$ cat src/hdl/hscf_pkg.sv
// Shared types, codes and defaults for the sonar height complementary filter.
// No dependencies; every other file refers to this package by scoped names.
package hscf_pkg;

  // Default design parameters
  localparam int HISTORY_DEPTH   = 3;
  localparam int STARTUP_SAMPLES = 500;
  localparam int SAVE_PERIOD     = 4;
  localparam int DATA_WIDTH      = 32;

  // Fixed port field widths
  localparam int FIELD_W    = 32;
  localparam int GAIN_W     = 24;
  localparam int CFG_IDX_W  = 8;
  localparam int CFG_DATA_W = 32;

  // Register indexes on the configuration channel
  localparam logic [CFG_IDX_W-1:0] REG_GAIN_ACC      = 8'd0;
  localparam logic [CFG_IDX_W-1:0] REG_GAIN_VEL      = 8'd1;
  localparam logic [CFG_IDX_W-1:0] REG_GAIN_POS      = 8'd2;
  localparam logic [CFG_IDX_W-1:0] REG_SAMPLE_PERIOD = 8'd3;

  // Register reset values, Q0.24
  localparam logic [GAIN_W-1:0] RST_GAIN_ACC      = 24'd6711;
  localparam logic [GAIN_W-1:0] RST_GAIN_VEL      = 24'd671089;
  localparam logic [GAIN_W-1:0] RST_GAIN_POS      = 24'd838861;
  localparam logic [GAIN_W-1:0] RST_SAMPLE_PERIOD = 24'd83886;

  typedef struct packed {
    logic [GAIN_W-1:0] gain_acc;
    logic [GAIN_W-1:0] gain_vel;
    logic [GAIN_W-1:0] gain_pos;
    logic [GAIN_W-1:0] sample_period;
  } cfg_t;

  typedef enum logic [4:0] {
    ST_IDLE,
    ST_ERR,
    ST_MUL_ACC,
    ST_UPD_ACC,
    ST_MUL_VEL,
    ST_UPD_VEL,
    ST_MUL_POS,
    ST_UPD_POS,
    ST_CORR_ACC,
    ST_SUM_ACC,
    ST_MUL_DLT,
    ST_UPD_DLT,
    ST_HALF_SPD,
    ST_MUL_HGT,
    ST_UPD_HGT,
    ST_FINISH
  } state_t;

  typedef enum logic [3:0] {
    OP_NONE,
    OP_CAPTURE,
    OP_STARTUP,
    OP_ERROR,
    OP_MULT,
    OP_UPD_ACC,
    OP_UPD_VEL,
    OP_UPD_POS,
    OP_CORR_ACC,
    OP_SUM_ACC,
    OP_UPD_DLT,
    OP_HALF_SPD,
    OP_UPD_HGT,
    OP_FINISH
  } dp_op_t;

  typedef enum logic [1:0] {
    GSEL_ACC,
    GSEL_VEL,
    GSEL_POS,
    GSEL_PERIOD
  } gain_sel_t;

  typedef struct packed {
    dp_op_t    op;
    gain_sel_t gsel;
  } cmd_t;

  typedef struct packed {
    logic startup_done;
    logic out_busy;
  } status_t;

endpackage

$ cat src/hdl/hscf_if.sv


interface hscf_cfg_if;
  logic                                valid;
  logic                                ready;
  logic [hscf_pkg::CFG_IDX_W-1:0]      index;
  logic [hscf_pkg::CFG_DATA_W-1:0]     data;
  modport source(output valid, index, data, input ready);
  modport sink(input valid, index, data, output ready);
endinterface

$ cat src/hdl/hscf_cfg_regs.sv
// Configuration register file: gains and integration period, Q0.24.
// Depends on hscf_pkg and hscf_cfg_if.
module hscf_cfg_regs (
  input  logic              clk,
  input  logic              rst,
  hscf_cfg_if.sink          cfg,
  output hscf_pkg::cfg_t    regs
);

  assign cfg.ready = 1'b1;

  always_ff @(posedge clk) begin
    if (rst) begin
      regs.gain_acc      <= hscf_pkg::RST_GAIN_ACC;
      regs.gain_vel      <= hscf_pkg::RST_GAIN_VEL;
      regs.gain_pos      <= hscf_pkg::RST_GAIN_POS;
      regs.sample_period <= hscf_pkg::RST_SAMPLE_PERIOD;
    end else if (cfg.valid) begin
      // keep the low 24 bits, drop writes to unknown indexes
      unique case (cfg.index)
        hscf_pkg::REG_GAIN_ACC:      regs.gain_acc      <= cfg.data[hscf_pkg::GAIN_W-1:0];
        hscf_pkg::REG_GAIN_VEL:      regs.gain_vel      <= cfg.data[hscf_pkg::GAIN_W-1:0];
        hscf_pkg::REG_GAIN_POS:      regs.gain_pos      <= cfg.data[hscf_pkg::GAIN_W-1:0];
        hscf_pkg::REG_SAMPLE_PERIOD: regs.sample_period <= cfg.data[hscf_pkg::GAIN_W-1:0];
        default: ;
      endcase
    end
  end

endmodule

$ cat src/flat_wrapper.sv
// flat-port wrapper written by rule: the top's interface ports become plain ports
module hscf_cfg_regs_flat 
  (clk, rst, regs, cfg_valid, cfg_index, cfg_data, cfg_ready);
  hscf_cfg_if cfg_i ();
  input  logic clk;
  input  logic rst;
  output hscf_pkg::cfg_t regs;
  input wire logic [$bits(cfg_i.valid)-1:0] cfg_valid;
  input wire logic [$bits(cfg_i.index)-1:0] cfg_index;
  input wire logic [$bits(cfg_i.data)-1:0] cfg_data;
  output wire logic [$bits(cfg_i.ready)-1:0] cfg_ready;
  assign cfg_i.valid = cfg_valid;
  assign cfg_i.index = cfg_index;
  assign cfg_i.data = cfg_data;
  assign cfg_ready = cfg_i.ready;
  hscf_cfg_regs u_core (.clk(clk), .rst(rst), .cfg(cfg_i), .regs(regs));
endmodule
$ cat config.mk
export PLATFORM = sky130hd
export DESIGN_NAME = hscf_cfg_regs_flat
export DESIGN_NICKNAME = d
export VERILOG_FILES = /design/src/hdl/hscf_pkg.sv /design/src/hdl/hscf_if.sv /design/src/hdl/hscf_cfg_regs.sv /design/src/flat_wrapper.sv
export SDC_FILE = /design/constraint.sdc
export NUM_CORES = 1
export LEC_CHECK = 0
export BUFFER_PORTS_ARGS = -buffer_cell sky130_fd_sc_hd__buf_2
export CAP_MARGIN = 15
export CORE_MARGIN = 2
export CORE_UTILIZATION = 45
export DETAILED_ROUTE_END_ITERATION = 10
export PLACE_DENSITY = 0.88
export SKIP_CTS_REPAIR_TIMING = 1
export SYNTH_ARGS = -nofsm -noshare
export SYNTH_HDL_FRONTEND = slang
export SYNTH_SLANG_ARGS = --single-unit
$ cat constraint.sdc
create_clock -name clk -period 1.4 [get_ports clk]
set_input_delay 0.14 -clock clk [delete_from_list [all_inputs] [get_ports clk]]
set_output_delay 0.14 -clock clk [all_outputs]
set_load 0.01 [all_outputs]
# == Word level (Yosys, flattened, before mapping) ==
# Cells that the tools add are included.
# op_classes
n_eq_ne,3
n_reduce_logical,5
# op_table
cell,count
"8-bit by 2-bit equality test with 1-bit output, second input constant",2
"8-bit by 1-bit equality test with 1-bit output, second input constant",1
8-bit zero test,1
2-bit AND reduction,4
# word_totals
wordCells,12
input_bits,43
output_inout_bits,97
register_bits,96

# == Longest topological paths before layout ==
# Gate-level depths: netlist of run 1.
# depth
depth_word,2
mapped_depth,5
depth_no_buf,3

# == Least setup slack after synthesis of run 1 ==
# OpenSTA, ideal clock, no wires.
# synth_timing
kind,input port to flip-flop
start,in cfg_index[6]
end,reg u_core.regs[58] (netlist name)
slack_ps,-134
arrival_ps,1411
path_stages,5
required_time_ps,1277
setup_time_ps,123
n_path_buf,2
path_cell_list,or4b_1 -> or3_1 -> buf_6 -> buf_12 -> mux2i_1
# synth_between
elab_chain_cells,2
# synth_rtl
item,line_no,text
start: declaration,flat_wrapper.sv:9,input wire logic [$bits(cfg_i.index)-1:0] cfg_index;
8-bit by 1-bit equality test with 1-bit output,hscf_cfg_regs.sv:20,unique case (cfg.index)
2-bit AND reduction (no line),--,
# Every way passes these cells.
# A chain may end at the register's enable or synchronous reset.

# == Final worst setup path of run 1 ==
# layout_timing
start,in cfg_index[5]
end,reg u_core.regs[55] (netlist name)
# layout_between
elab_chain_cells,2
# layout_rtl
item,line_no
8-bit by 1-bit equality test with 1-bit output,hscf_cfg_regs.sv:20
2-bit AND reduction (no line),--
# Every way passes these cells.

==> impl_results.md, run 1 <==
- All-layer global routing usage: 0.172
- Full die area: 9590 µm²
- Layout Utilization: 0.568
- Setup-failing EPs final: 0
- Inserted Diodes: 0
- First-pass iteration count of the detailed router: 4
- Tcrit/Tclk final: 0.937
- Setup CP Type: input port to flip-flop
- DR vias: 2947
- Vias in the first global route: 2928
- Final Hold Fails: 0
- Worst min path class: input port to flip-flop
- Required @ worst endpoint: 1.63 ns
- Sequential power share: 0.547
- Die width: 97.9 µm
- Largest reg by FF count: u_core.regs
- Final min period: 1.31 ns
- I/O pin count: 140
- Post-synthesis mux area share: 0.242
- Later-pin clock latency in the skew report: 0.34 ns
- Vias/cell: 4.86
- H-tree depth: 3
- Crit path max fanout: 13
- Switch Pwr: 1.12 mW
- Tot Pwr: 4.99 mW
- Flops & latches, synth: 96
- Overall routed net length: 8.53 mm
- XOR/XNOR share of the synthesized area: 0
- Layout cell share with drive strength beyond 1: 0.353
- DR WL/cell: 14.0 µm
- Clock Skew: 0 ns
- Peak Freq: 0.762 GHz
- CTS Buf Count: 9
- Mapped Area: 3970 µm²
- Multi-input gate area: 1800 µm²
- Post-synthesis cell count: 369
- Internal Power: 3.87 mW
- Grt total ovfl: 0
- Critical path capture point type: flip-flop
- RSZ-0062 raised after global routing: no
- Register area share after synthesis: 0.484
- Sw frac: 0.225
- Leak pwr: 2.51 nW
- Top Registers: u_core.regs x96
- Yosys warning count: 0
- Clk buf depth: 2
- Largest family of logic cells by synthesized area: multiplexers
- Most common cell after layout, fill and taps aside: buf_2
- Max FFs per register: 96
- Synth Area in Simple Gates: 0.209
- Syn nets: 412
- Most frequent cells in the layout: 129 x buf_2, 96 x mux2i_1, 96 x dfxtp_1, 61 x nand2b_1, 60 x nor2_1
- Status: finished, final reports clean
- First-pass GRT wire length: 13.5 mm
- CTS clk-pin slew, worst paths: 0.10 ns
- CP Launch Type: input port
- DRC Markers: 0
- Port Buffer Count: 130
- Register cell area after layout: 1920 µm²
- Final slew viol count: 0
- VDD IR-drop max: 0.620 mV
- Max_cap viols: 0
- ANT nets after route: 0
- Post-layout nets: 537
- Comb pwr share: 0.047
- Pwr dens: 1020 nW/µm²
- Clock network power share: 0.406
- CTS Sinks: 96
- Initial core utilization: 0.460
- Layout Area Growth over Synthesis: 23.4%
- Post-synthesis compound-gate area fraction: 0
- # fillers: 753
- Post-DP HPWL: 6.08 mm
- CORE AREA: 8640 µm²
- Hold Path Stages: 3
- CTS root buffer: clkbuf_8
- Synth unique cells: 21
- GPL Wtd Cong: 0.780
- TritonCTS clock tree: built
- Antenna violations before repair: 0
- Syn_area_per_cell: 10.8 µm²
- Largest net degree at the start of global routing: 69
- Synthesized-area fraction occupied by adder cells: 0
- Critical Path AT: 1.54 ns
- Num rows: 34
- Initial drt markers: 54
- Die Ht: 97.9 µm
- R2R cell count: 2
synth_stat cells:
cell	instances	area (µm²)
nand4_1	1	6.26
conb_1	1	3.75
inv_1	1	3.75
buf_12	4	80.1
dfxtp_1	96	1920
buf_4	1	7.51
mux2i_1	96	961
or4_1	1	7.51
nor2_1	60	225
and4_1	1	8.76
buf_2	6	30.0
nor4b_1	1	8.76
or4b_1	1	10.0
clkbuf_8	5	68.8
nand2b_1	61	382
clkbuf_1	8	30.0
or3_1	2	12.5
nor3_1	1	5.00
or2b_2	17	149
or2b_1	2	15.0
buf_6	3	33.8
path summary, 6_finish.rpt:
| kind | startpoint | end | slack (ns) |
|---|---|---|---|
| max reg2reg | u_core.regs[55] | u_core.regs[55] | 0.57 |
| min | cfg_data[17] | u_core.regs[65] | 0.05 |
| min reg2reg | u_core.regs[45] | u_core.regs[45] | 0.48 |
| max | cfg_index[5] | u_core.regs[55] | 0.09 |
routing by layer:
metal / wire (µm) / global-route usage / vias up
li1: - / - / 1455
met4: 170 / 0.0844 / 0
met2: 4240 / 0.291 / 89
met5: 0 / 0 / -
met1: 3680 / 0.209 / 1386
met3: 434 / 0.0336 / 17
worst max-delay path, stage by stage:
cell and delay, ns:
buf_2 0.10, or4_1 0.52, or3_1 0.39, buf_4 0.23, mux2i_1 0.14
area by class of cell:
class	count	share of cell area
flip-flops and latches	96	0.392
multi-input cells	245	0.367
repair buffers	141	0.166
well taps	108	0.0276
clock buffers	9	0.0253
clock inverters	7	0.0204
inverters	1	0.000766
power by group through the flow:
stage | Clock [mW] | Combinational [mW] | Sequential [mW]
CTS | 2.09 | 0.234 | 2.73
detailed placement | 0 | 0.232 | 2.80
floorplan | 0 | 0.156 | 2.80
global placement | 0 | 0.225 | 2.80
global route | 2.18 | 0.257 | 2.73
finish | 2.03 | 0.234 | 2.73
logic make-up (layout without fill, tap and decap cells):
kind of cell | Yosys count | count (layout)
buffers and inverters | 28 | 158
flip-flops | 96 | 96
AND/OR/NAND/NOR | 148 | 148
other | 1 | 1
multiplexers | 96 | 96
stage by stage:
stage          setup WS, ns  setup TNS [ns]  cells  hold slack, ns  instance area (µm²)
3_5_place_dp         -0.368          -15.28    590           0.417                 4650
4_1_cts              0.0176               0    606          0.0336                 4870
3_3_place_gp         -0.313          -13.31    590           0.402                 4650
2_1_floorplan        -0.130           -5.06    369           0.292                 3970
6_report             0.0880               0    607          0.0541                 4900
5_1_grt              0.0569               0    607          0.0426                 4900
No activity file was read; power rests on OpenSTA's default activity.
==> run 2, diff against run 1 <==
==> constraint.sdc (replaced) <==
create_clock -name clk -period 1.4 [get_ports clk]
set_input_delay 0.07 -clock clk [delete_from_list [all_inputs] [get_ports clk]]
set_output_delay 0.07 -clock clk [all_outputs]
set_load 0.01 [all_outputs]
==> run 2 against run 1 <==
The flow now finishes with violations (hold timing); hold slack worse by 0.063 ns; clock power is 8% lower; worst setup slack worse by 0.0068 ns; sequential cell count stayed put; via count is 0.75% higher; largest power group unchanged.
==> impl_results.md, run 2 (synthesized netlist as in run 1, its figures left out) <==
- Hold WS: -0.00888 ns
- Register cell area after layout: 1920 µm²
- Peak Freq: 0.758 GHz
- Layout Utilization: 0.572
- Die width: 97.9 µm
- Num rows: 34
- Final min period: 1.32 ns
- Critical path capture point type: flip-flop
- Crit-path slowest cell: or4b_1
- Worst min path class: input port to flip-flop
- Final slew viol count: 0
- Max FFs per register: 96
- Clock Skew: 0 ns
- Max_cap viols: 0
- Crit path max fanout: 24
- VDD IR-drop max: 0.593 mV
- Comb pwr share: 0.053
- Clk buf depth: 2
- CP Launch Type: input port
- TritonCTS clock tree: built
- Top Registers: u_core.regs x96
- Largest net degree at the start of global routing: 69
- Sequential power share: 0.563
- DRC Markers: 0
- Hold Path Stages: 3
- First-pass iteration count of the detailed router: 4
- Layout cell share with drive strength beyond 1: 0.345
- Inserted Diodes: 0
- Largest reg by FF count: u_core.regs
- DR vias: 2969
- Cells after DPL: 590
- Tot Pwr: 4.85 mW
- Antenna violations before repair: 0
- CTS Sinks: 96
- Sw frac: 0.236
- DR WL/cell: 14.2 µm
- First-pass GRT wire length: 14.3 mm
- Clock network power share: 0.384
- ANT nets after route: 0
- Setup-failing EPs final: 0
- CP peak stage delay: 0.53 ns
- Cells along the critical path: buf_2 > or4b_1 > or3_2 > buf_12 > mux2i_1
- Most common cell after layout, fill and taps aside: buf_2
- Overall routed net length: 8.72 mm
- Critical Path AT: 1.54 ns
- H-tree depth: 3
- Layout Area Growth over Synthesis: 24.5%
- Status: finished, violations left
- R2r endpoint: u_core.regs[64]
- Multi-input gate area: 1800 µm²
- Hold Path End: u_core.regs[11]
- Pwr dens: 982 nW/µm²
- Initial core utilization: 0.460
- Failing checks: hold timing
- Setup CP Type: input port to flip-flop
- Reg2reg setup slack: 0.51 ns
- Switch Pwr: 1.14 mW
- Worst r2r src: u_core.regs[64]
- Tcrit/Tclk final: 0.942
- Initial drt markers: 82
- CTS root buffer: clkbuf_8
- Most frequent cells in the layout: 129 x buf_2, 96 x mux2i_1, 96 x dfxtp_1, 61 x nand2b_1, 60 x nor2_1
- Full die area: 9590 µm²
- Vias/cell: 4.83
- Post-layout nets: 545
- I/O pin count: 140
- Post-DP HPWL: 6.21 mm
- Required @ worst endpoint: 1.63 ns
- Final Hold Fails: 1
- Leak pwr: 2.52 nW
- Internal Power: 3.71 mW
- Die Ht: 97.9 µm
- CORE AREA: 8640 µm²
- Later-pin clock latency in the skew report: 0.34 ns
- CTS clk-pin slew, worst paths: 0.10 ns
- GPL Wtd Cong: 0.787
- All-layer global routing usage: 0.182
- Grt total ovfl: 0
- R2R cell count: 2
- Port Buffer Count: 130
- Hold Path Origin: cfg_data[11]
- CTS Buf Count: 9
- Layout Cells excl Fill: 615
- # fillers: 764
- Vias in the first global route: 3013
- RSZ-0062 raised after global routing: no
[run 2: cell types whose count changed in the layout (fill, tap and decap cells not counted)]
cell | before | now
or3_2 | 0 | 1
inv_6 | 4 | 2
or3_4 | 1 | 0
inv_8 | 0 | 1
clkinvlp_4 | 0 | 2
dlygate4sd3_1 | 0 | 9
bufinv_16 | 2 | 1
clkbuf_16 | 1 | 0
[run 2: metrics by stage]
stage / TNS [ns] / hold WS [ns] / area, µm² / setup WS (ns)
floorplan: -2.26 / 0.222 / 3970 / -0.0601
detailed placement: -11.73 / 0.352 / 4650 / -0.275
global route: 0 / 0.000273 / 4940 / 0.0620
CTS: 0 / -0.0322 / 4850 / 0.105
finish: 0 / -0.00888 / 4940 / 0.0812
global placement: -9.84 / 0.332 / 4650 / -0.242
[run 2: worst max-delay path, delay by kind of cell]
kind | cells | cell delay (ns)
multiplexers | 1 | 0.14
AND/OR/NAND/NOR | 2 | 1.02
buffers and inverters | 2 | 0.30
[run 2: routing by layer]
metal  GRT usage  wire (µm)
met2       0.319       4320
met1       0.215       3710
met5           0          0
met3      0.0465        494
met4      0.0684        189
[run 2: worst max path at each step]
stage,startpoint,to,slack [ns],depth (start not counted)
6_report,cfg_index[6],u_core.regs[83],0.08,5
4_1_cts,cfg_index[6],u_core.regs[83],0.10,5
2_1_floorplan,cfg_index[5],u_core.regs[58],-0.06,5
5_1_grt,cfg_index[6],u_core.regs[83],0.06,5
3_5_place_dp,cfg_index[6],u_core.regs[83],-0.28,5
3_3_place_gp,cfg_index[6],u_core.regs[83],-0.24,5
[run 2: power groups by stage]
stage               logic [mW]  registers (mW)  clock network (mW)
floorplan                0.156            2.80                   0
global placement         0.226            2.80                   0
detailed placement       0.235            2.80                   0
CTS                      0.236            2.73                1.91
global route             0.280            2.74                2.03
finish                   0.255            2.73                1.86
[run 2: area by class of cell]
class,instances,share of cell area
flip-flops and latches,96,0.389
well taps,108,0.0273
clock buffers,9,0.0251
repair buffers,149,0.178
inverters,1,0.000760
multi-input cells,245,0.364
clock inverters,7,0.0160
