**src/hdl/hscf_pkg.sv**
```systemverilog
// Shared types, codes and defaults for the sonar height complementary filter.
// No dependencies; every other file refers to this package by scoped names.
package hscf_pkg;

  // Default design parameters
  localparam int HISTORY_DEPTH   = 3;
  localparam int STARTUP_SAMPLES = 500;
  localparam int SAVE_PERIOD     = 4;
  localparam int DATA_WIDTH      = 32;

  // Fixed port field widths
  localparam int FIELD_W    = 32;
  localparam int GAIN_W     = 24;
  localparam int CFG_IDX_W  = 8;
  localparam int CFG_DATA_W = 32;

  // Register indexes on the configuration channel
  localparam logic [CFG_IDX_W-1:0] REG_GAIN_ACC      = 8'd0;
  localparam logic [CFG_IDX_W-1:0] REG_GAIN_VEL      = 8'd1;
  localparam logic [CFG_IDX_W-1:0] REG_GAIN_POS      = 8'd2;
  localparam logic [CFG_IDX_W-1:0] REG_SAMPLE_PERIOD = 8'd3;

  // Register reset values, Q0.24
  localparam logic [GAIN_W-1:0] RST_GAIN_ACC      = 24'd6711;
  localparam logic [GAIN_W-1:0] RST_GAIN_VEL      = 24'd671089;
  localparam logic [GAIN_W-1:0] RST_GAIN_POS      = 24'd838861;
  localparam logic [GAIN_W-1:0] RST_SAMPLE_PERIOD = 24'd83886;

  typedef struct packed {
    logic [GAIN_W-1:0] gain_acc;
    logic [GAIN_W-1:0] gain_vel;
    logic [GAIN_W-1:0] gain_pos;
    logic [GAIN_W-1:0] sample_period;
  } cfg_t;

  typedef enum logic [4:0] {
    ST_IDLE,
    ST_ERR,
    ST_MUL_ACC,
    ST_UPD_ACC,
    ST_MUL_VEL,
    ST_UPD_VEL,
    ST_MUL_POS,
    ST_UPD_POS,
    ST_CORR_ACC,
    ST_SUM_ACC,
    ST_MUL_DLT,
    ST_UPD_DLT,
    ST_HALF_SPD,
    ST_MUL_HGT,
    ST_UPD_HGT,
    ST_FINISH
  } state_t;

  typedef enum logic [3:0] {
    OP_NONE,
    OP_CAPTURE,
    OP_STARTUP,
    OP_ERROR,
    OP_MULT,
    OP_UPD_ACC,
    OP_UPD_VEL,
    OP_UPD_POS,
    OP_CORR_ACC,
    OP_SUM_ACC,
    OP_UPD_DLT,
    OP_HALF_SPD,
    OP_UPD_HGT,
    OP_FINISH
  } dp_op_t;

  typedef enum logic [1:0] {
    GSEL_ACC,
    GSEL_VEL,
    GSEL_POS,
    GSEL_PERIOD
  } gain_sel_t;

  typedef struct packed {
    dp_op_t    op;
    gain_sel_t gsel;
  } cmd_t;

  typedef struct packed {
    logic startup_done;
    logic out_busy;
  } status_t;

endpackage

```
**src/hdl/hscf_ctrl.sv**
```systemverilog
// Sequencer for one filter step: issues datapath commands, one per state.
// Depends on hscf_pkg.
module hscf_ctrl (
  input  logic                clk,
  input  logic                rst,
  input  logic                in_valid,
  output logic                in_ready,
  input  hscf_pkg::status_t   status,
  output hscf_pkg::cmd_t      cmd
);

  hscf_pkg::state_t state, state_next;

  always_ff @(posedge clk) begin
    if (rst) begin
      state <= hscf_pkg::ST_IDLE;
    end else begin
      state <= state_next;
    end
  end

  always_comb begin
    state_next = state;
    unique case (state)
      hscf_pkg::ST_IDLE:     if (in_valid) state_next = hscf_pkg::ST_ERR;
      hscf_pkg::ST_ERR: begin
        if (status.startup_done) state_next = hscf_pkg::ST_MUL_ACC;
        else                     state_next = hscf_pkg::ST_IDLE;
      end
      hscf_pkg::ST_MUL_ACC:  state_next = hscf_pkg::ST_UPD_ACC;
      hscf_pkg::ST_UPD_ACC:  state_next = hscf_pkg::ST_MUL_VEL;
      hscf_pkg::ST_MUL_VEL:  state_next = hscf_pkg::ST_UPD_VEL;
      hscf_pkg::ST_UPD_VEL:  state_next = hscf_pkg::ST_MUL_POS;
      hscf_pkg::ST_MUL_POS:  state_next = hscf_pkg::ST_UPD_POS;
      hscf_pkg::ST_UPD_POS:  state_next = hscf_pkg::ST_CORR_ACC;
      hscf_pkg::ST_CORR_ACC: state_next = hscf_pkg::ST_SUM_ACC;
      hscf_pkg::ST_SUM_ACC:  state_next = hscf_pkg::ST_MUL_DLT;
      hscf_pkg::ST_MUL_DLT:  state_next = hscf_pkg::ST_UPD_DLT;
      hscf_pkg::ST_UPD_DLT:  state_next = hscf_pkg::ST_HALF_SPD;
      hscf_pkg::ST_HALF_SPD: state_next = hscf_pkg::ST_MUL_HGT;
      hscf_pkg::ST_MUL_HGT:  state_next = hscf_pkg::ST_UPD_HGT;
      hscf_pkg::ST_UPD_HGT:  state_next = hscf_pkg::ST_FINISH;
      hscf_pkg::ST_FINISH:   if (!status.out_busy) state_next = hscf_pkg::ST_IDLE;
    endcase
  end

  always_comb begin
    in_ready = 1'b0;
    cmd.op   = hscf_pkg::OP_NONE;
    cmd.gsel = hscf_pkg::GSEL_ACC;
    unique case (state)
      hscf_pkg::ST_IDLE: begin
        in_ready = 1'b1;
        if (in_valid) cmd.op = hscf_pkg::OP_CAPTURE;
      end
      hscf_pkg::ST_ERR: begin
        if (status.startup_done) cmd.op = hscf_pkg::OP_ERROR;
        else                     cmd.op = hscf_pkg::OP_STARTUP;
      end
      hscf_pkg::ST_MUL_ACC: begin
        cmd.op   = hscf_pkg::OP_MULT;
        cmd.gsel = hscf_pkg::GSEL_ACC;
      end
      hscf_pkg::ST_UPD_ACC:  cmd.op = hscf_pkg::OP_UPD_ACC;
      hscf_pkg::ST_MUL_VEL: begin
        cmd.op   = hscf_pkg::OP_MULT;
        cmd.gsel = hscf_pkg::GSEL_VEL;
      end
      hscf_pkg::ST_UPD_VEL:  cmd.op = hscf_pkg::OP_UPD_VEL;
      hscf_pkg::ST_MUL_POS: begin
        cmd.op   = hscf_pkg::OP_MULT;
        cmd.gsel = hscf_pkg::GSEL_POS;
      end
      hscf_pkg::ST_UPD_POS:  cmd.op = hscf_pkg::OP_UPD_POS;
      hscf_pkg::ST_CORR_ACC: cmd.op = hscf_pkg::OP_CORR_ACC;
      hscf_pkg::ST_SUM_ACC:  cmd.op = hscf_pkg::OP_SUM_ACC;
      hscf_pkg::ST_MUL_DLT: begin
        cmd.op   = hscf_pkg::OP_MULT;
        cmd.gsel = hscf_pkg::GSEL_PERIOD;
      end
      hscf_pkg::ST_UPD_DLT:  cmd.op = hscf_pkg::OP_UPD_DLT;
      hscf_pkg::ST_HALF_SPD: cmd.op = hscf_pkg::OP_HALF_SPD;
      hscf_pkg::ST_MUL_HGT: begin
        cmd.op   = hscf_pkg::OP_MULT;
        cmd.gsel = hscf_pkg::GSEL_PERIOD;
      end
      hscf_pkg::ST_UPD_HGT:  cmd.op = hscf_pkg::OP_UPD_HGT;
      hscf_pkg::ST_FINISH:   if (!status.out_busy) cmd.op = hscf_pkg::OP_FINISH;
    endcase
  end

  // an accepted sample always goes to the start-up or error step next
  a_accept_to_err: assert property (@(posedge clk) disable iff (rst)
    (in_valid && in_ready) |=> (state == hscf_pkg::ST_ERR))
    else $error("accepted sample did not advance to the error step");

  // a finished step with a free output slot returns to idle
  a_finish_to_idle: assert property (@(posedge clk) disable iff (rst)
    (state == hscf_pkg::ST_FINISH && !status.out_busy) |=> (state == hscf_pkg::ST_IDLE))
    else $error("finish step did not release the sequencer");

endmodule

```
**config.mk**
```make
export PLATFORM = sky130hd
export DESIGN_NAME = hscf_ctrl
export DESIGN_NICKNAME = d
export VERILOG_FILES = /design/src/hdl/hscf_pkg.sv /design/src/hdl/hscf_ctrl.sv
export SDC_FILE = /design/constraint.sdc
export NUM_CORES = 1
export LEC_CHECK = 0
export ABC_CLOCK_PERIOD_IN_PS = 1500
export BUFFER_PORTS_ARGS = -buffer_cell sky130_fd_sc_hd__buf_2
export CAP_MARGIN = 20
export CORE_AREA = 2 2 39 41
export CTS_CLUSTER_SIZE = 30
export DETAILED_ROUTE_END_ITERATION = 8
export DIE_AREA = 0 0 41 43
export GPL_TIMING_DRIVEN = 1
export PLACE_DENSITY = 0.6
export SLEW_MARGIN = 20
export SYNTH_ARGS = -nofsm -noshare
export SYNTH_HDL_FRONTEND = slang
export SYNTH_SLANG_ARGS = --single-unit
```
**constraint.sdc**
```tcl
create_clock -name clk -period 1.5 [get_ports clk]
set_input_delay 0.075 -clock clk [delete_from_list [all_inputs] [get_ports clk]]
set_output_delay 0.075 -clock clk [all_outputs]
set_load 0.01 [all_outputs]
```
* Word-level counts from Yosys, hierarchy flattened *
Cells that the tools add are included.

storage, ports and cells
  register bits = 5
  input bits = 5
  output and inout bits = 7
  word-level logic and storage cells = 32

operators by class
  eq/ne operators = 17
  muxes and demuxes = 10
  reductions and logical operators = 4

operator list
  cell                  count
  $pmux W5 S16          1
  $pmux W4 S12          1
  $eq A5 B4 Y1 const B  8
  $eq A5 B3 Y1 const B  4
  $eq A5 B2 Y1 const B  2
  $mux W5               2
  $pmux W2 S3           1
  $eq A5 B1 Y1 const B  1
  $logic_not A5 Y1      1
  $reduce_or A5 Y1      1
  $mux W4               1
  $ne A2 B2 Y1 const B  2
  $mux W1               3
  $mux W2               1
  $reduce_and A2 Y1     1
  $reduce_or A2 Y1      1

* Depth between registers and ports, before layout *
Gate-level depths: netlist of run 1.

  depth in word-level cells = 3
  gate-level depth with buffers = 5
  depth with buffers taken out = 3

* Worst setup path after synthesis of run 1 *
No wires, ideal clock.

  path type = register to register
  start = register state[3]
  end = register state[0]
  setup time = 139 ps
  arrival time = 968 ps
  required time = 1361 ps
  path slack = 393 ps
  stages on the path, launching flop included = 4
  buffers on the path = 1
  period minus slack after synthesis = 1107 ps
  cell sequence = dfxtp_1 -> buf_4 -> nor4_2 -> a221oi_2

between the ends
  word-level cells in the longest chain between the ends = 3
  elaborated cells on any way between the ends = 20
  those cells by class = eq/ne (17); mux (1); reduce/logical (2)

ends and longest elaborated chain
  element                                               line             text
  from (decl)                                           hscf_ctrl.sv:12  hscf_pkg::state_t state, state_next;
  from (signal assigned)                                hscf_ctrl.sv:16  state <= hscf_pkg::ST_IDLE;
  from (signal assigned)                                hscf_ctrl.sv:18  state <= state_next;
  branches (longest 3 deep; another with $pmux W5 S16)  n/a

Several ways; the timed one is not identified.
A chain may end at the register's enable or synchronous reset.

==> impl_metrics.py, run 1 <==
metrics = {
    "pwr": {
        "comb_power_share_pct": 42.6,
        "total_power_uw": 432,
        "power_frac_clock_pct": 29.7,
        "power.ir.vdd_worst_mv": 0.372,
        "netsw_uw": 141,
        "internal_power_uw": 292,
        "proportion_of_power_drawn_by_flip_flops_and_latches_pct": 27.7,
        "power_switching_share_pct": 32.6,
        "power.static_leakage_uw": 0.000229,
        "power_density_nw_per_um2": 789,
    },
    "placed_design": {
        "gp_congestion": 0.708,
        "port_buffers": 11,
        "dpl.hpwl_um": 671,
    },
    "layout": {
        "largest_register": "state",
        "drive_above_1_share_pct": 41.8,
        "largest_register_ff_count": 4,
        "largest_registers": "state x4",
        "area.growth.synth_to_final_pct": 23.7,
        "finish.net_count": 74,
        "most_common_cell_after_layout_fill_and_taps_aside": "sky130_fd_sc_hd__buf_2",
        "n_antenna_cell": 0,
        "layout.filler_cells": 156,
        "mostFrequentLayoutCells": "sky130_fd_sc_hd__buf_2 (11), sky130_fd_sc_hd__a21oi_1 (5), sky130_fd_sc_hd__buf_4 (4), sky130_fd_sc_hd__dfxtp_1 (4)",
        "final-seq-area_um2": 80.1,
        "multi_input_comb_area_um2": 302,
    },
    "floorplanning": {
        "pin_count": 12,
        "dieArea_um2": 1760,
        "core.rowCount": 14,
        "die_w_um": 41,
        "die_height_um": 43,
        "core_region_area_um2": 1380,
        "initial_utilization_pct": 32.0,
    },
    "synthesis": {
        "ys_seq_elements": 4,
        "synth_enable_flop_cells": 0,
        "yosys_warnings": 0,
        "synthesis.area_per_instance_um2": 8.20,
        "synthFlopType": "sky130_fd_sc_hd__dfxtp_1",
        "synth_sequential_area_ratio_pct": 18.1,
        "ys_types": 32,
        "post_synth_inst_count": 54,
        "synth.net_count": 59,
        "syn-cell-area_um2": 443,
        "async_s_r_ff_share_synth_pct": 0,
    },
    "critical_path": {
        "crit_path_from": "state[0]",
        "worst-endpoint-required_ps": 1420,
        "endpoint": "cmd[1]",
        "critPathArrivalTime_ps": 1280,
        "regToRegStartpoint": "state[3]",
        "reg2reg_to": "state[1]",
        "worst_setup_path_start_kind": "flip-flop",
        "crit_path_cell_trace": "buf_6 > nand2b_1 > o21ai_1 > o2bb2ai_1 > buf_2",
        "cp_slowest_stage_delay_ps": 300,
        "rr_worst_depth": 4,
        "cp_slowest_cell": "sky130_fd_sc_hd__dfxtp_1",
        "worstSetupPathType": "flip-flop to primary output",
        "endpoint_kind": "primary output",
        "cp_max_fo": 18,
        "reg2reg_slack_ps": 390,
    },
    "sta": {
        "final_worst_path_period_share_pct": 90.5,
        "achievable-frequency_ghz": 0.736,
        "hold_viol_final": 0,
        "tightestPinTransition_ps": 269,
        "timing.final.max_slew_violations": 0,
        "finalWorstPathRequiredPeriod_ps": 1360,
        "hold_slack_ps": 72.6,
        "grt_setup_unrepaired": "false",
        "timing.max_slew.rel_slack_pct": 81.9,
        "setup-violations-final": 0,
        "tns_ps": 0,
        "worst_clock_skew_ps": 2.96,
    },
    "global_route": {
        "grt_remaining_overflow": 0,
        "track_usage_pct": 12.4,
        "grt_start_max_net_pins": 19,
        "grt_antenna_before_repair": 0,
        "first_global_vias": 369,
        "grt_first_pass_wirelength_mm": 1.53,
    },
    "route": {
        "total_via_count_after_detailed_routing": 442,
        "wl_per_cell_um": 11.5,
        "via_per_instance_ratio": 5.33,
        "drc": 0,
        "route.antenna.remaining_nets": 0,
        "first_pass_iters": 2,
        "initialDrtViolationCount": 3,
        "drt-total-wl_um": 956,
    },
    "cts": {
        "worstSkewPairLatency_ps": 230,
        "clockRootBuffer": "sky130_fd_sc_hd__clkbuf_4",
        "post_cts.resized_instances": 0,
        "cts_num_sinks": 4,
        "cts_htree_levels": 1,
        "hold_fix_buffers_at_cts": 0,
        "number_of_cts_inserted_buffers": 3,
        "postCtsSetupRepairBufs": 0,
        "path_clk_slew_ps": 40,
        "cts.path.max_buffers": 2,
        "tritoncts": "done",
    },
    "flow_run": {
        "maxCapViolCount": 0,
    },
    "run_status": {
        "status": "completed",
    },
    "hold_path": {
        "hold_class": "input pin to flip-flop",
        "hp-start": "rst",
    },
}
## cells by family (layout without fill, tap and decap cells)
family	Yosys count	after routing	share of synthesized area, %
mux	1	1	2.26
buf+inv	9	22	14.4
simple gates	20	20	31.4
xor+xnor	2	2	3.96
compound gates	18	18	29.9
flops	4	4	18.1
## cell type report
| class | count | area share (%) |
|---|---|---|
| clock buffer | 3 | 4.11 |
| inverter | 2 | 1.37 |
| multi-input combinational | 41 | 55.0 |
| sequential | 4 | 14.6 |
| tap | 16 | 3.65 |
| timing repair buffer | 17 | 21.2 |
## power groups by stage
stage	clock, uW	sequential [uW]	combinational (uW)
after floorplan	0	120	130
after global placement	0	121	178
after detailed placement	0	121	182
after CTS	136	119	183
after global routing	146	120	204
final	128	120	184
## cell usage after synthesis (2+ instances only)
master | count | share of area [%]
sky130_fd_sc_hd__buf_4 | 6 | 10
sky130_fd_sc_hd__nor2_1 | 2 | 1.7
sky130_fd_sc_hd__nand2b_1 | 3 | 4.2
sky130_fd_sc_hd__a21oi_1 | 5 | 5.6
sky130_fd_sc_hd__nor2b_1 | 2 | 2.8
sky130_fd_sc_hd__xor2_1 | 2 | 4.0
sky130_fd_sc_hd__dfxtp_1 | 4 | 18
sky130_fd_sc_hd__o2bb2ai_1 | 2 | 4.0
sky130_fd_sc_hd__o21ai_1 | 2 | 2.3
sky130_fd_sc_hd__nand2_1 | 3 | 2.5
sky130_fd_sc_hd__nor4_2 | 2 | 5.6
## how the worst min path moves through the flow
stage               endpoint  slack, ps  cells after the start
floorplan           state[0]        140                      1
global placement    state[0]        310                      2
detailed placement  state[0]        320                      2
CTS                 state[0]         70                      2
global route        state[0]         70                      2
finish              state[0]         70                      2
## through the flow
step                      utilization (%)  setup WS [ps]  cell area (um2)  cells
after floorplan                         -            393              443     54
after global placement               37.5            370              519     80
after detailed placement             37.5            343              519     80
after CTS                            39.2           92.2              542     83
after global routing                 39.6           25.5              548     83
final                                39.6            142              548     83
## metal layers
metal | part of all wire [%] | wire, um | global-route usage [%]
met4 | 0 | 0 | 2.00
met5 | 0 | 0 | 0
met2 | 50 | 478 | 19.7
met3 | 3.0 | 29 | 6.28
met1 | 47 | 448 | 14.7
## critical path: cells and delay by family, from the launching register on
family / cells / cell delay (ps)
DFF: 1 / 300
buffers and inverters: 2 / 300
AOI/OAI and AO/OA: 2 / 250
and+or+nand+nor: 1 / 200
Power figures use the tool's default switching activity.
==> run 2, diff against run 1 <==
--- a/config.mk
+++ b/config.mk
@@ -5,8 +5,8 @@
 export SDC_FILE = /design/constraint.sdc
 export NUM_CORES = 1
 export LEC_CHECK = 0
-export ABC_CLOCK_PERIOD_IN_PS = 1500
-export BUFFER_PORTS_ARGS = -buffer_cell sky130_fd_sc_hd__buf_2
+export ABC_CLOCK_PERIOD_IN_PS = 1520
+export BUFFER_PORTS_ARGS = -buffer_cell sky130_fd_sc_hd__buf_4
 export CAP_MARGIN = 20
 export CORE_AREA = 2 2 39 41
 export CTS_CLUSTER_SIZE = 30
@@ -14,6 +14,7 @@
 export DIE_AREA = 0 0 41 43
 export GPL_TIMING_DRIVEN = 1
 export PLACE_DENSITY = 0.6
+export SKIP_LAST_GASP = 1
 export SLEW_MARGIN = 20
 export SYNTH_ARGS = -nofsm -noshare
 export SYNTH_HDL_FRONTEND = slang
==> constraint.sdc (replaced) <==
create_clock -name clk -period 1.52 [get_ports clk]
set_input_delay 0.076 -clock clk [delete_from_list [all_inputs] [get_ports clk]]
set_output_delay 0.076 -clock clk [all_outputs]
set_load 0.01 [all_outputs]
==> impl_metrics.py, run 2 (synthesis results as in run 1) <==
metrics = {
    "critical_path": {
        "regToRegStartpoint": "state[2]",
        "worst_setup_path_start_kind": "flip-flop",
        "rr_worst_depth": 3,
        "worstSetupPathType": "flip-flop to primary output",
        "cp_max_fo": 19,
        "critPathArrivalTime_ps": 1330,
        "worst-endpoint-required_ps": 1440,
        "endpoint_kind": "primary output",
        "reg2reg_slack_ps": 410,
        "reg2reg_to": "state[0]",
    },
    "run_status": {
        "status": "completed",
    },
    "sta": {
        "setup_ws_ps": 110,
        "tightestPinTransition_ps": 287,
        "final_worst_path_period_share_pct": 92.8,
        "worst_clock_skew_ps": 0.398,
        "tns_ps": 0,
        "hold_slack_ps": 36.5,
        "timing.final.max_slew_violations": 0,
        "timing.max_slew.rel_slack_pct": 80.7,
        "finalWorstPathRequiredPeriod_ps": 1410,
        "achievable-frequency_ghz": 0.709,
        "grt_setup_unrepaired": "false",
        "setup-violations-final": 0,
        "hold_viol_final": 0,
    },
    "floorplanning": {
        "initial_utilization_pct": 32.0,
        "die_w_um": 41,
        "die_height_um": 43,
        "dieArea_um2": 1760,
        "pin_count": 12,
        "core.rowCount": 14,
        "core_region_area_um2": 1380,
    },
    "pwr": {
        "power.static_leakage_uw": 0.000230,
        "total_power_uw": 438,
        "comb_power_share_pct": 40.6,
        "power.ir.vdd_worst_mv": 0.209,
        "internal_power_uw": 293,
        "power_switching_share_pct": 33.0,
        "proportion_of_power_drawn_by_flip_flops_and_latches_pct": 28.9,
        "power_frac_clock_pct": 30.5,
        "netsw_uw": 145,
        "power_density_nw_per_um2": 783,
    },
    "layout": {
        "area.growth.synth_to_final_pct": 26.3,
        "final-seq-area_um2": 82.6,
        "multi_input_comb_area_um2": 299,
        "finish.net_count": 74,
        "largest_registers": "state x4",
        "mostFrequentLayoutCells": "sky130_fd_sc_hd__buf_4 (17), sky130_fd_sc_hd__a21oi_1 (5), sky130_fd_sc_hd__nand2b_1 (3), sky130_fd_sc_hd__nand2_1 (3), sky130_fd_sc_hd__clkbuf_4 (3)",
        "n_antenna_cell": 0,
        "drive_above_1_share_pct": 43.3,
        "most_common_cell_after_layout_fill_and_taps_aside": "sky130_fd_sc_hd__buf_4",
        "final_core_util_pct": 40.4,
        "largest_register_ff_count": 4,
        "layout.filler_cells": 142,
        "largest_register": "state",
    },
    "cts": {
        "tritoncts": "done",
        "cts_htree_levels": 1,
        "clockRootBuffer": "sky130_fd_sc_hd__clkbuf_4",
        "path_clk_slew_ps": 40,
        "postCtsSetupRepairBufs": 0,
        "cts_num_sinks": 4,
        "worstSkewPairLatency_ps": 230,
        "number_of_cts_inserted_buffers": 3,
        "cts.path.max_buffers": 2,
    },
    "route": {
        "route.antenna.remaining_nets": 0,
        "wl_per_cell_um": 12.1,
        "drc": 0,
        "initialDrtViolationCount": 6,
        "first_pass_iters": 4,
        "total_via_count_after_detailed_routing": 456,
        "via_per_instance_ratio": 5.49,
        "drt-total-wl_mm": 1.01,
    },
    "placed_design": {
        "gp_congestion": 0.724,
        "placement.setup.worst_slack_ps": 327,
        "port_buffers": 11,
        "dpl.hpwl_um": 699,
    },
    "global_route": {
        "grt_start_max_net_pins": 20,
        "grt_first_pass_wirelength_mm": 1.75,
        "track_usage_pct": 14.1,
        "grt_remaining_overflow": 0,
        "first_global_vias": 422,
        "grt_antenna_before_repair": 0,
    },
    "flow_run": {
        "maxCapViolCount": 0,
    },
    "hold_path": {
        "worstHoldPathCells": 2,
        "hp-start": "rst",
        "hold_endpoint": "state[1]",
        "hold_class": "input pin to flip-flop",
    },
}
run 2: cell counts in the layout (fill, tap and decap cells not counted):
No cell type changed its count.
run 2: worst max path at each step:
stage	from	to	slack (ps)	depth (start not counted)
after CTS	state[1]	cmd[3]	80	4
after detailed placement	state[1]	cmd[3]	330	4
after floorplan	state[3]	state[0]	410	3
after global placement	state[2]	in_ready	360	3
after global routing	state[0]	cmd[1]	20	5
final	state[0]	cmd[1]	110	5
run 2: cell type report:
class,count,area share [%]
multi-input cells,41,53.5
repair buffers,17,22.8
flip-flops and latches,4,14.8
clock buffers,3,4.03
well taps,16,3.58
inverters,2,1.34
run 2: worst max-delay path: stages, from the launching register on:
cell and delay (ps):
sky130_fd_sc_hd__dfxtp_1 290, sky130_fd_sc_hd__buf_4 190, sky130_fd_sc_hd__nand2b_1 210, sky130_fd_sc_hd__o21ai_1 140, sky130_fd_sc_hd__o2bb2ai_1 130, sky130_fd_sc_hd__buf_4 140
run 2: routing by layer:
layer | routed length (um) | vias up | GRT usage, %
li1 | - | 229 | -
met1 | 465 | 218 | 17.3
met2 | 503 | 7 | 22.5
met3 | 25 | 2 | 1.57
met4 | 10 | 0 | 8.00
met5 | 0 | - | 0
run 2: power groups by stage:
stage          Sequential (uW)  Clock (uW)  Combinational [uW]
2_1_floorplan              119           0                 129
3_3_place_gp               126           0                 178
3_5_place_dp               127           0                 179
4_1_cts                    125         135                 180
5_1_grt                    129         146                 198
6_report                   126         133                 178
run 2: timing repair:
action	in CTS	in global routing
hold buffers	0	0
setup endpoints to repair	0	2
gates resized for setup	0	2
run 2: metrics by stage:
step | cells | instance area (um2)
after floorplan | 54 | 443
after global placement | 80 | 534
after detailed placement | 80 | 534
after CTS | 83 | 557
after global routing | 83 | 559
final | 83 | 559
